`src/okvt_pkg.sv`:
```
`default_nettype none

package okvt_pkg;

  // build defaults
  localparam int DEPTH_DEF      = 64;
  localparam int KEY_BITS_DEF   = 32;
  localparam int VALUE_BITS_DEF = 32;

  // fixed field widths of the ports
  localparam int FIELD_W = 32;
  localparam int OP_W    = 3;
  localparam int POS_W   = 6;
  localparam int COUNT_W = 7;

  localparam logic [COUNT_W-1:0] CAP_RESET = 7'd64;

  // operation codes
  localparam logic [OP_W-1:0] OP_INSERT  = 3'd0;
  localparam logic [OP_W-1:0] OP_UPDATE  = 3'd1;
  localparam logic [OP_W-1:0] OP_UPSERT  = 3'd2;
  localparam logic [OP_W-1:0] OP_ERASE   = 3'd3;
  localparam logic [OP_W-1:0] OP_LOOKUP  = 3'd4;
  localparam logic [OP_W-1:0] OP_READPOS = 3'd5;

  // commands broadcast to the cell row
  typedef struct packed {
    logic shift;
    logic append;
    logic update;
  } okvt_cmd_t;

  // controller states
  typedef enum logic [1:0] {
    ST_IDLE = 2'b01,
    ST_EXEC = 2'b10
  } okvt_state_t;

endpackage

`default_nettype wire

```
`src/okvt_cell.sv`:
```
`default_nettype none

module okvt_cell #(
  parameter int KEY_BITS   = okvt_pkg::KEY_BITS_DEF,
  parameter int VALUE_BITS = okvt_pkg::VALUE_BITS_DEF,
  parameter int IDX_W      = 6,
  parameter int CNT_W      = 7,
  parameter int INDEX      = 0
) (
  input  wire                    clk,
  input  okvt_pkg::okvt_cmd_t    cmd,
  input  wire  [CNT_W-1:0]       count,
  input  wire  [KEY_BITS-1:0]    req_key,
  input  wire  [VALUE_BITS-1:0]  req_value,
  input  wire  [IDX_W-1:0]       hit_idx,
  input  wire  [IDX_W-1:0]       pos_idx,
  input  wire  [KEY_BITS-1:0]    nb_key,
  input  wire  [VALUE_BITS-1:0]  nb_value,
  output logic [KEY_BITS-1:0]    stored_key,
  output logic [VALUE_BITS-1:0]  stored_value,
  output logic                   hit,
  output logic [VALUE_BITS-1:0]  hit_value,
  output logic [KEY_BITS-1:0]    pos_key,
  output logic [VALUE_BITS-1:0]  pos_value
);

  localparam logic [CNT_W-1:0] MY_CNT = CNT_W'(INDEX);
  localparam logic [IDX_W-1:0] MY_IDX = IDX_W'(INDEX);

  logic live;
  logic pos_sel;

  // key compare against the request, live entries only
  assign live      = MY_CNT < count;
  assign hit       = live && (stored_key == req_key);
  assign hit_value = hit ? stored_value : '0;

  // read by position
  assign pos_sel   = (MY_IDX == pos_idx);
  assign pos_key   = pos_sel ? stored_key : '0;
  assign pos_value = pos_sel ? stored_value : '0;

  // shift down from the neighbor, append at the tail, or overwrite the value
  always_ff @(posedge clk) begin
    priority if (cmd.shift && (MY_IDX >= hit_idx)) begin
      stored_key   <= nb_key;
      stored_value <= nb_value;
    end else if (cmd.append && (MY_CNT == count)) begin
      stored_key   <= req_key;
      stored_value <= req_value;
    end else if (cmd.update && hit) begin
      stored_value <= req_value;
    end else begin
      // hold
      stored_key   <= stored_key;
      stored_value <= stored_value;
    end
  end

endmodule

`default_nettype wire

```
`config.mk`:
```
export PLATFORM = sky130hd
export DESIGN_NAME = okvt_cell
export DESIGN_NICKNAME = d
export VERILOG_FILES = /design/src/okvt_pkg.sv /design/src/okvt_cell.sv
export SDC_FILE = /design/constraint.sdc
export NUM_CORES = 1
export LEC_CHECK = 0
export BUFFER_PORTS_ARGS = -buffer_cell sky130_fd_sc_hd__buf_4
export CAP_MARGIN = 15
export CORE_AREA = 2 2 121 123
export CTS_CLUSTER_DIAMETER = 40
export DETAILED_ROUTE_END_ITERATION = 7
export DIE_AREA = 0 0 123 125
export SLEW_MARGIN = 0
export SYNTH_ARGS = -nofsm -noshare
export SYNTH_HDL_FRONTEND = slang
export SYNTH_SLANG_ARGS = --single-unit
```
`constraint.sdc`:
```
create_clock -name clk -period 3.8 [get_ports clk]
set_input_delay 0 -clock clk [delete_from_list [all_inputs] [get_ports clk]]
set_output_delay 0 -clock clk [all_outputs]
set_load 0.03 [all_outputs]
```
==> run summary, run 1 <==
Setup TNS Final -> 0 ps
Initial core utilization -> 26.5%
Die Y -> 125 microns
Die extent in x -> 123 microns
Largest family of logic cells by synthesized area -> simple AND/OR/NAND/NOR gates
Xor/xnor share of the synthesized area -> 6.98%
Via density -> 4.34
WHS Path Cells -> 4
Post-CTS sizing -> 0
Area growth syn-to-layout -> 108%
Seq pwr share -> 42.8%
# diodes -> 0
Drt drc -> 0
Mapped cell area -> 3770 sq um
Largest net degree at the start of global routing -> 65
Hold Crit Start -> cmd[1]
Number of setup buffers added after CTS -> 0
Syn avg cell area -> 12.7 sq um
Clock slew at reported path FFs -> 50 ps
M1 WL -> 5.70 mm
Routed Antenna Nets -> 0
Total gr overflow -> 0
Post-synth EDFFs -> 64
Switching Power -> 0.398 mW
Worst Hold End -> stored_key[30]
Routed met3 length -> 1.20 mm
Share of layout cells above drive strength 1 -> 46.5%
P_leak -> 3.55 nW
First-pass GRT wire length -> 22.4 mm
WP data required -> 3800 ps
Fin nets -> 886
H-tree levels -> 3
Commonest non-fill, non-tap cell in the layout -> buf_4
Synth Area in Compound Gates -> 0.664%
Core area -> 14,200 sq um
Hold WC Path Type -> primary input to register
Synth Area in Adders -> 0%
RePlAce Congestion -> 0.790
TritonCTS sink count -> 64
Tmin final -> 2670 ps
Synth Area in Simple Gates -> 19.8%
Post-synthesis sequential area ratio -> 51.0%
Root Buffer -> clkbuf_16
Synth Register Bits -> 64
Status -> finished, final reports clean
Mux contribution to synthesized area -> 19.1%
CTS tree -> done
Top FF cell, synth -> edfxtp_1
Synth warn -> 0
Worst-Margin Slew -> 563 ps
Row count -> 44
Critical path endpoint category -> primary output
Syn nets -> 447
CP max FO -> 33
Most frequent CP cell -> buf_4
Clock Latency Late Sink -> 330 ps
Initial antenna violation count -> 0
Count of different cell masters after synthesis -> 22
Final worst-path cycle share -> 70.4%
First-pass DRT Iterations -> 4
Final hold violations -> 0
Critical R2R Capture -> stored_value[19]
Maximum clock rate -> 374 MHz
Worst Path Arrival -> 2670 ps
Combinational Power Share -> 18.0%
CTS Buf Count -> 9
Final setup fails -> 0
Int Power -> 1.45 mW
VDD IR-drop max -> 0.000200 V
Worst-case clock buffer depth -> 2
Final Slew Violations -> 0
Maxcap violations -> 0
Vias in the first global route -> 4,225
Die ar. -> 15,400 sq um
I/O pin total -> 312
DR top layer -> met4
Slowest cell on crit path -> edfxtp_1
Power consumption -> 1.85 mW
Crit path kind -> register to primary output
Flop2flop setup slack -> 1190 ps
Gate Count Post-Synth -> 296
Via count -> 4,005
DP HPWL -> 10.7 mm
CP Launch Type -> register
Slew headroom -> 62.1%
Commonest non-fill, non-tap cells in the layout -> buf_4 (316), dlygate4sd3_1 (128), and2_1 (96)
Clock power share -> 39.1%
Fillcell total -> 1,235
Async SR Flop Fraction -> 0%
Avg WL per Cell -> 16.3 microns
Largest stage delay, worst path -> 430 ps
P per Cell Area -> 236 nW/um^2
Critical Path, Cell by Cell -> xor2_1, nor4_1, nand3_1, nor4_4, buf_4, and2_1, buf_4
Final wirelength -> 15.1 mm
Port bufs -> 311
Worst r2r src -> stored_key[17]
Global Route Usage Sum -> 19.2%
Sw Ratio -> 21.5%
Routed wl met2 -> 7.93 mm
RSZ-0062 raised after global routing -> no
Worst Reg2Reg Path Length in Cells -> 6
Fin Clk Skew -> 6.67 ps
Number of DRC markers in iteration 0 -> 121
## layer usage
| metal | track usage [%] | vias to the layer above |
|---|---|---|
| li1 | - | 1927 |
| met1 | 21.1 | 1877 |
| met2 | 35.7 | 186 |
| met3 | 5.20 | 15 |
| met4 | 5.08 | 0 |
| met5 | 0 | - |
## state kept, by name, summed over array words and instances (netlist names)
signal,flops
stored_value,32
stored_key,32
## logic make-up after synthesis
family | after synthesis
DFF | 64
and+or+nand+nor | 117
xor gates and xnor gates | 30
muxes | 64
AOI/OAI and AO/OA | 3
buffers and inverters | 18
## worst max path at each step
stage	from	cells past startpoint	to	slack, ps
2_1_floorplan	hit_idx[5]	6	stored_value[0]	1050
3_3_place_gp	stored_key[17]	6	stored_value[7]	1150
3_5_place_dp	stored_key[17]	6	stored_value[4]	1160
4_1_cts	stored_key[17]	7	hit_value[5]	1020
5_1_grt	stored_key[17]	7	hit_value[5]	910
6_report	stored_key[17]	7	hit_value[5]	1130
## Yosys cell counts, types with 2 or more instances
cell / n / area (sq um)
xor2_1: 27 / 236
or4_1: 2 / 15.0
nor4_1: 9 / 56.3
buf_6: 3 / 33.8
and2_1: 96 / 601
nand2_1: 3 / 11.3
buf_1: 4 / 15.0
xnor2_1: 3 / 26.3
edfxtp_1: 64 / 1920
nand3_1: 2 / 10.0
clkbuf_1: 9 / 33.8
mux2_1: 49 / 552
mux2_2: 15 / 169
inv_1: 2 / 7.51
## worst max-delay path: cells and delay by family (launching register included)
kind	cells	cell delay, ps
buffers and inverters	2	480
xor gates and xnor gates	1	170
DFF	1	430
and+or+nand+nor	4	1240
## power by group through the flow
stage / clock network (mW) / registers, mW / logic [mW]
6_report: 0.723 / 0.792 / 0.334
5_1_grt: 0.772 / 0.793 / 0.359
4_1_cts: 0.750 / 0.792 / 0.333
3_5_place_dp: 0 / 0.807 / 0.226
3_3_place_gp: 0 / 0.806 / 0.222
2_1_floorplan: 0 / 0.818 / 0.0576
## final cells by class
cell class / instances / area, sq um / share of cell area, %
Timing Repair Buffer: 444 / 3650 / 46.6
Sequential cell: 64 / 1920 / 24.5
Multi-Input combinational cell: 214 / 1770 / 22.6
Clock buffer: 13 / 240 / 3.07
Tap cell: 184 / 230 / 2.94
Clock inverter: 2 / 7.51 / 0.0958
Inverter: 2 / 7.51 / 0.0958
## timing repair
| item | in CTS | in global routing |
|---|---|---|
| endpoints found under the setup margin | 0 | 0 |
| hold buffers | 128 | 0 |
| endpoints found under the hold margin | 64 | 0 |
## through the flow
stage          instances  cell area, sq um  hold WS [ps]  worst slack (ps)  util, %
6_report             923              7830           398              1130     55.2
5_1_grt              923              7830           442               913     55.2
4_1_cts              923              7830           404              1020     55.2
3_5_place_dp         780              6300           286              1160     44.4
3_3_place_gp         780              6300           284              1150     44.4
2_1_floorplan        296              3770           201              1050        -
Note: power is estimated with default switching activity, not from simulation.
==> run 2, diff against run 1 <==
clock period = 2.76 ns   (was 3.8 ns; I/O delays follow)
==> run summary, run 2 (same netlist as run 1, synthesis figures left out) <==
Final worst-path cycle share -> 91.5%
Final Slew Violations -> 0
Maxcap violations -> 0
Final wirelength -> 15.0 mm
Core area -> 14,200 sq um
DP HPWL -> 11.0 mm
Met1 global-route usage -> 19.7%
VDD IR-drop max -> 0.000296 V
Global routing's busiest layer -> met2
Dpl ws -> 228 ps
Port bufs -> 311
Hold WC Path Type -> primary input to register
Area growth syn-to-layout -> 110%
P_leak -> 3.59 nW
Crit path kind -> register to primary output
Switching Power -> 0.567 mW
Die extent in x -> 123 microns
Worst-case clock buffer depth -> 2
Die Y -> 125 microns
Worst-Margin Slew -> 594 ps
Avg WL per Cell -> 16.2 microns
Total gr overflow -> 0
Seq pwr share -> 41.0%
Clock Latency Late Sink -> 330 ps
DP Area -> 6350 sq um
Initial core utilization -> 26.5%
Maximum clock rate -> 396 MHz
Fin nets -> 887
Power consumption -> 2.66 mW
First-pass GRT wire length -> 22.0 mm
Drt drc -> 0
Root Buffer -> clkbuf_16
H-tree levels -> 3
Number of setup buffers added after CTS -> 0
Global routing usage on met2 -> 35.6%
Die ar. -> 15,400 sq um
Int Power -> 2.09 mW
I/O pin total -> 312
CP Launch Type -> register
Hold Crit Start -> req_key[31]
Biggest regs -> stored_key (32), stored_value (32)
Routed Antenna Nets -> 0
RePlAce Congestion -> 0.788
P per Cell Area -> 336 nW/um^2
Number of DRC markers in iteration 0 -> 57
Final hold violations -> 0
Clock power share -> 41.8%
Combinational Power Share -> 17.2%
RSZ-0062 raised after global routing -> no
Vias in the first global route -> 4,215
Sw Ratio -> 21.3%
Setup ws final -> 236 ps
Final setup fails -> 0
Fin Clk Skew -> 10.3 ps
Layout Cell Area excl Fill -> 7920 sq um
Largest net degree at the start of global routing -> 65
WP data required -> 2760 ps
Global Route Usage Sum -> 18.6%
Critical path endpoint category -> primary output
Share of layout cells above drive strength 1 -> 47.8%
Crit path from -> stored_key[11]
Status -> finished, final reports clean
Commonest non-fill, non-tap cells in the layout -> buf_4 (317), dlygate4sd3_1 (126), and2_1 (96)
CP max FO -> 33
Initial antenna violation count -> 1
Tmin final -> 2520 ps
Via count -> 4,007
Clock slew at reported path FFs -> 60 ps
Commonest non-fill, non-tap cell in the layout -> buf_4
Row count -> 44
Setup TNS Final -> 0 ps
Slew headroom -> 60.0%
Non-Filler Instances -> 926
Worst Path Arrival -> 2520 ps
M3 GR Usage -> 4.06%
First-pass DRT Iterations -> 4
CTS Buf Count -> 9
TritonCTS sink count -> 64
Worst r2r src -> stored_key[11]
Via density -> 4.33
Placed insts -> 783
CTS tree -> done
-- run 2: layout make-up --
class                           count  area (sq um)
Tap cell                          184           230
Inverter                            2          7.51
Antenna cell                        1          2.50
Clock inverter                      6          60.1
Fill cell                        1263          6290
Timing Repair Buffer              445          3680
Multi-Input combinational cell    214          1790
Sequential cell                    64          1920
Clock buffer                       10           229
-- run 2: worst paths after layout --
kind | slack, ps | cells past startpoint | end
max | 240 | 7 | hit_value[24]
min | 10 | 2 | stored_key[31]
max reg2reg | 440 | 6 | stored_value[29]
min reg2reg | 1300 | 6 | stored_value[7]
-- run 2: power groups by stage --
stage,Clock [mW],Combinational [mW],Sequential [mW]
3_3_place_gp,0,0.307,1.11
6_report,1.11,0.458,1.09
2_1_floorplan,0,0.0794,1.13
5_1_grt,1.18,0.493,1.09
4_1_cts,1.15,0.457,1.09
3_5_place_dp,0,0.313,1.11
-- run 2: repair_timing --
action                                 CTS  global route
endpoints found under the hold margin   64             0
resized for setup                        1             1
setup endpoints to repair               32            32
pin swaps                                0             0
hold buffers                           126             0
cloned                                   0             0
-- run 2: stage by stage --
step	hold WS [ps]	utilization (%)
3_3_place_gp	283	44.7
2_1_floorplan	201	-
4_1_cts	1.16	55.7
6_report	12.1	55.7
3_5_place_dp	285	44.7
5_1_grt	9.54	55.7
-- run 2: critical path, stage by stage, from the launching register on --
cell and delay, ps:
edfxtp_1 430, xor2_1 170, nor4_2 390, nand3_1 220, nor4_4 310, buf_4 320, and2_1 180, buf_4 160
-- run 2: per-layer routing --
layer  up-vias  share of wire (%)
li1       1927                  -
met1      1886                 36
met2       177                 54
met3        17                8.4
met4         0                2.2
met5         -                  0
==> run 3, diff against run 2 <==
BUFFER_PORTS_ARGS = -buffer_cell sky130_fd_sc_hd__buf_2   (was -buffer_cell sky130_fd_sc_hd__buf_4)
==> run summary, run 3 (same netlist as run 1, synthesis figures left out) <==
Status -> finished, final reports clean
Hold WC Path Type -> primary input to register
First-pass GRT wire length -> 21.0 mm
Crit path from -> stored_key[20]
Clock slew at reported path FFs -> 50 ps
Final core utilization -> 50.1%
Core area -> 14,200 sq um
Fin nets -> 889
Worst-Margin Slew -> 570 ps
CP Launch Type -> register
Die Y -> 125 microns
VDD IR-drop max -> 0.000273 V
CTS tree -> done
Die ar. -> 15,400 sq um
Dpl ws -> 434 ps
Number of setup buffers added after CTS -> 0
Final Slew Violations -> 0
Worst r2r src -> stored_key[20]
Worst Path Arrival -> 2540 ps
First-pass DRT Iterations -> 5
Initial antenna violation count -> 0
P_leak -> 3.41 nW
Clock Latency Late Sink -> 330 ps
Avg WL per Cell -> 15.2 microns
Number of DRC markers in iteration 0 -> 126
CP max FO -> 33
Setup TNS Final -> 0 ps
Tmin final -> 2540 ps
Post-CTS sizing -> 0
Maximum clock rate -> 394 MHz
Final setup fails -> 0
Vias in the first global route -> 4,142
Area growth syn-to-layout -> 89.0%
P per Cell Area -> 362 nW/um^2
I/O pin total -> 312
WP data required -> 2760 ps
Total gr overflow -> 0
Critical path endpoint category -> primary output
Multi-input gate area -> 1770 sq um
H-tree levels -> 3
RSZ-0062 raised after global routing -> no
Fin Clk Skew -> 7.41 ps
Hold buffer count at CTS -> 127
Port bufs -> 311
Drt drc -> 0
Maxcap violations -> 0
Biggest regs -> stored_key (32), stored_value (32)
TritonCTS sink count -> 64
Root Buffer -> clkbuf_16
DP HPWL -> 10.1 mm
Share of layout cells above drive strength 1 -> 47.3%
Commonest non-fill, non-tap cells in the layout -> buf_2 (311), dlygate4sd3_1 (127), and2_1 (96)
RePlAce Congestion -> 0.809
Global Route Usage Sum -> 17.8%
Via density -> 4.36
Crit path kind -> register to primary output
Final worst-path cycle share -> 91.9%
# diodes -> 0
Final wirelength -> 14.1 mm
Fillcell total -> 1,278
Die extent in x -> 123 microns
Setup ws final -> 222 ps
Row count -> 44
Initial core utilization -> 26.5%
CTS Buf Count -> 9
Seq. cell area -> 1920 sq um
Hold Crit Start -> req_key[31]
Slew headroom -> 61.6%
Largest net degree at the start of global routing -> 65
Final hold violations -> 0
Commonest non-fill, non-tap cell in the layout -> buf_2
Routed Antenna Nets -> 0
Worst-case clock buffer depth -> 2
Via count -> 4,036
-- run 3: area by class of cell --
type	instances	share of cell area (%)
Inverter	2	0.105
Timing Repair Buffer	447	40.8
Sequential cell	64	27.0
Clock buffer	11	3.27
Clock inverter	4	0.650
Tap cell	184	3.23
Multi-Input combinational cell	214	24.9
-- run 3: worst max-delay path, cell delays in order (launching register included) --
cell and delay, ps:
edfxtp_1 430, xor2_1 170, nor4_1 370, nand3_1 240
nor4_4 300, buf_4 310, and2_1 180, buf_2 190
-- run 3: final timing paths --
kind,endpoint,slack (ps),cells after the start
setup / recovery,hit_value[10],220,7
hold / removal,stored_key[31],20,2
setup reg to reg,stored_value[10],480,6
hold reg to reg,stored_value[21],1270,5
-- run 3: metal layers --
metal,up-vias,GRT usage [%],wire length [microns]
met5,-,0,0
met4,0,6.15,246
met3,16,3.38,1020
met2,194,33.2,7400
met1,1897,19.9,5460
li1,1929,-,-
-- run 3: power by group --
part | internal, mW | switching (mW)
logic | 0.252 | 0.137
registers | 1.08 | 0.00808
clock network | 0.690 | 0.406
total | 2.02 | 0.551
-- run 3: metrics by stage --
step | hold slack [ps] | power [mW] | area (sq um) | cells
3_5_place_dp | 285 | 1.36 | 5570 | 784
2_1_floorplan | 201 | 1.21 | 3770 | 296
3_3_place_gp | 282 | 1.35 | 5570 | 784
4_1_cts | 1.59 | 2.61 | 7120 | 926
5_1_grt | 15.8 | 2.68 | 7120 | 926
6_report | 17.0 | 2.57 | 7120 | 926
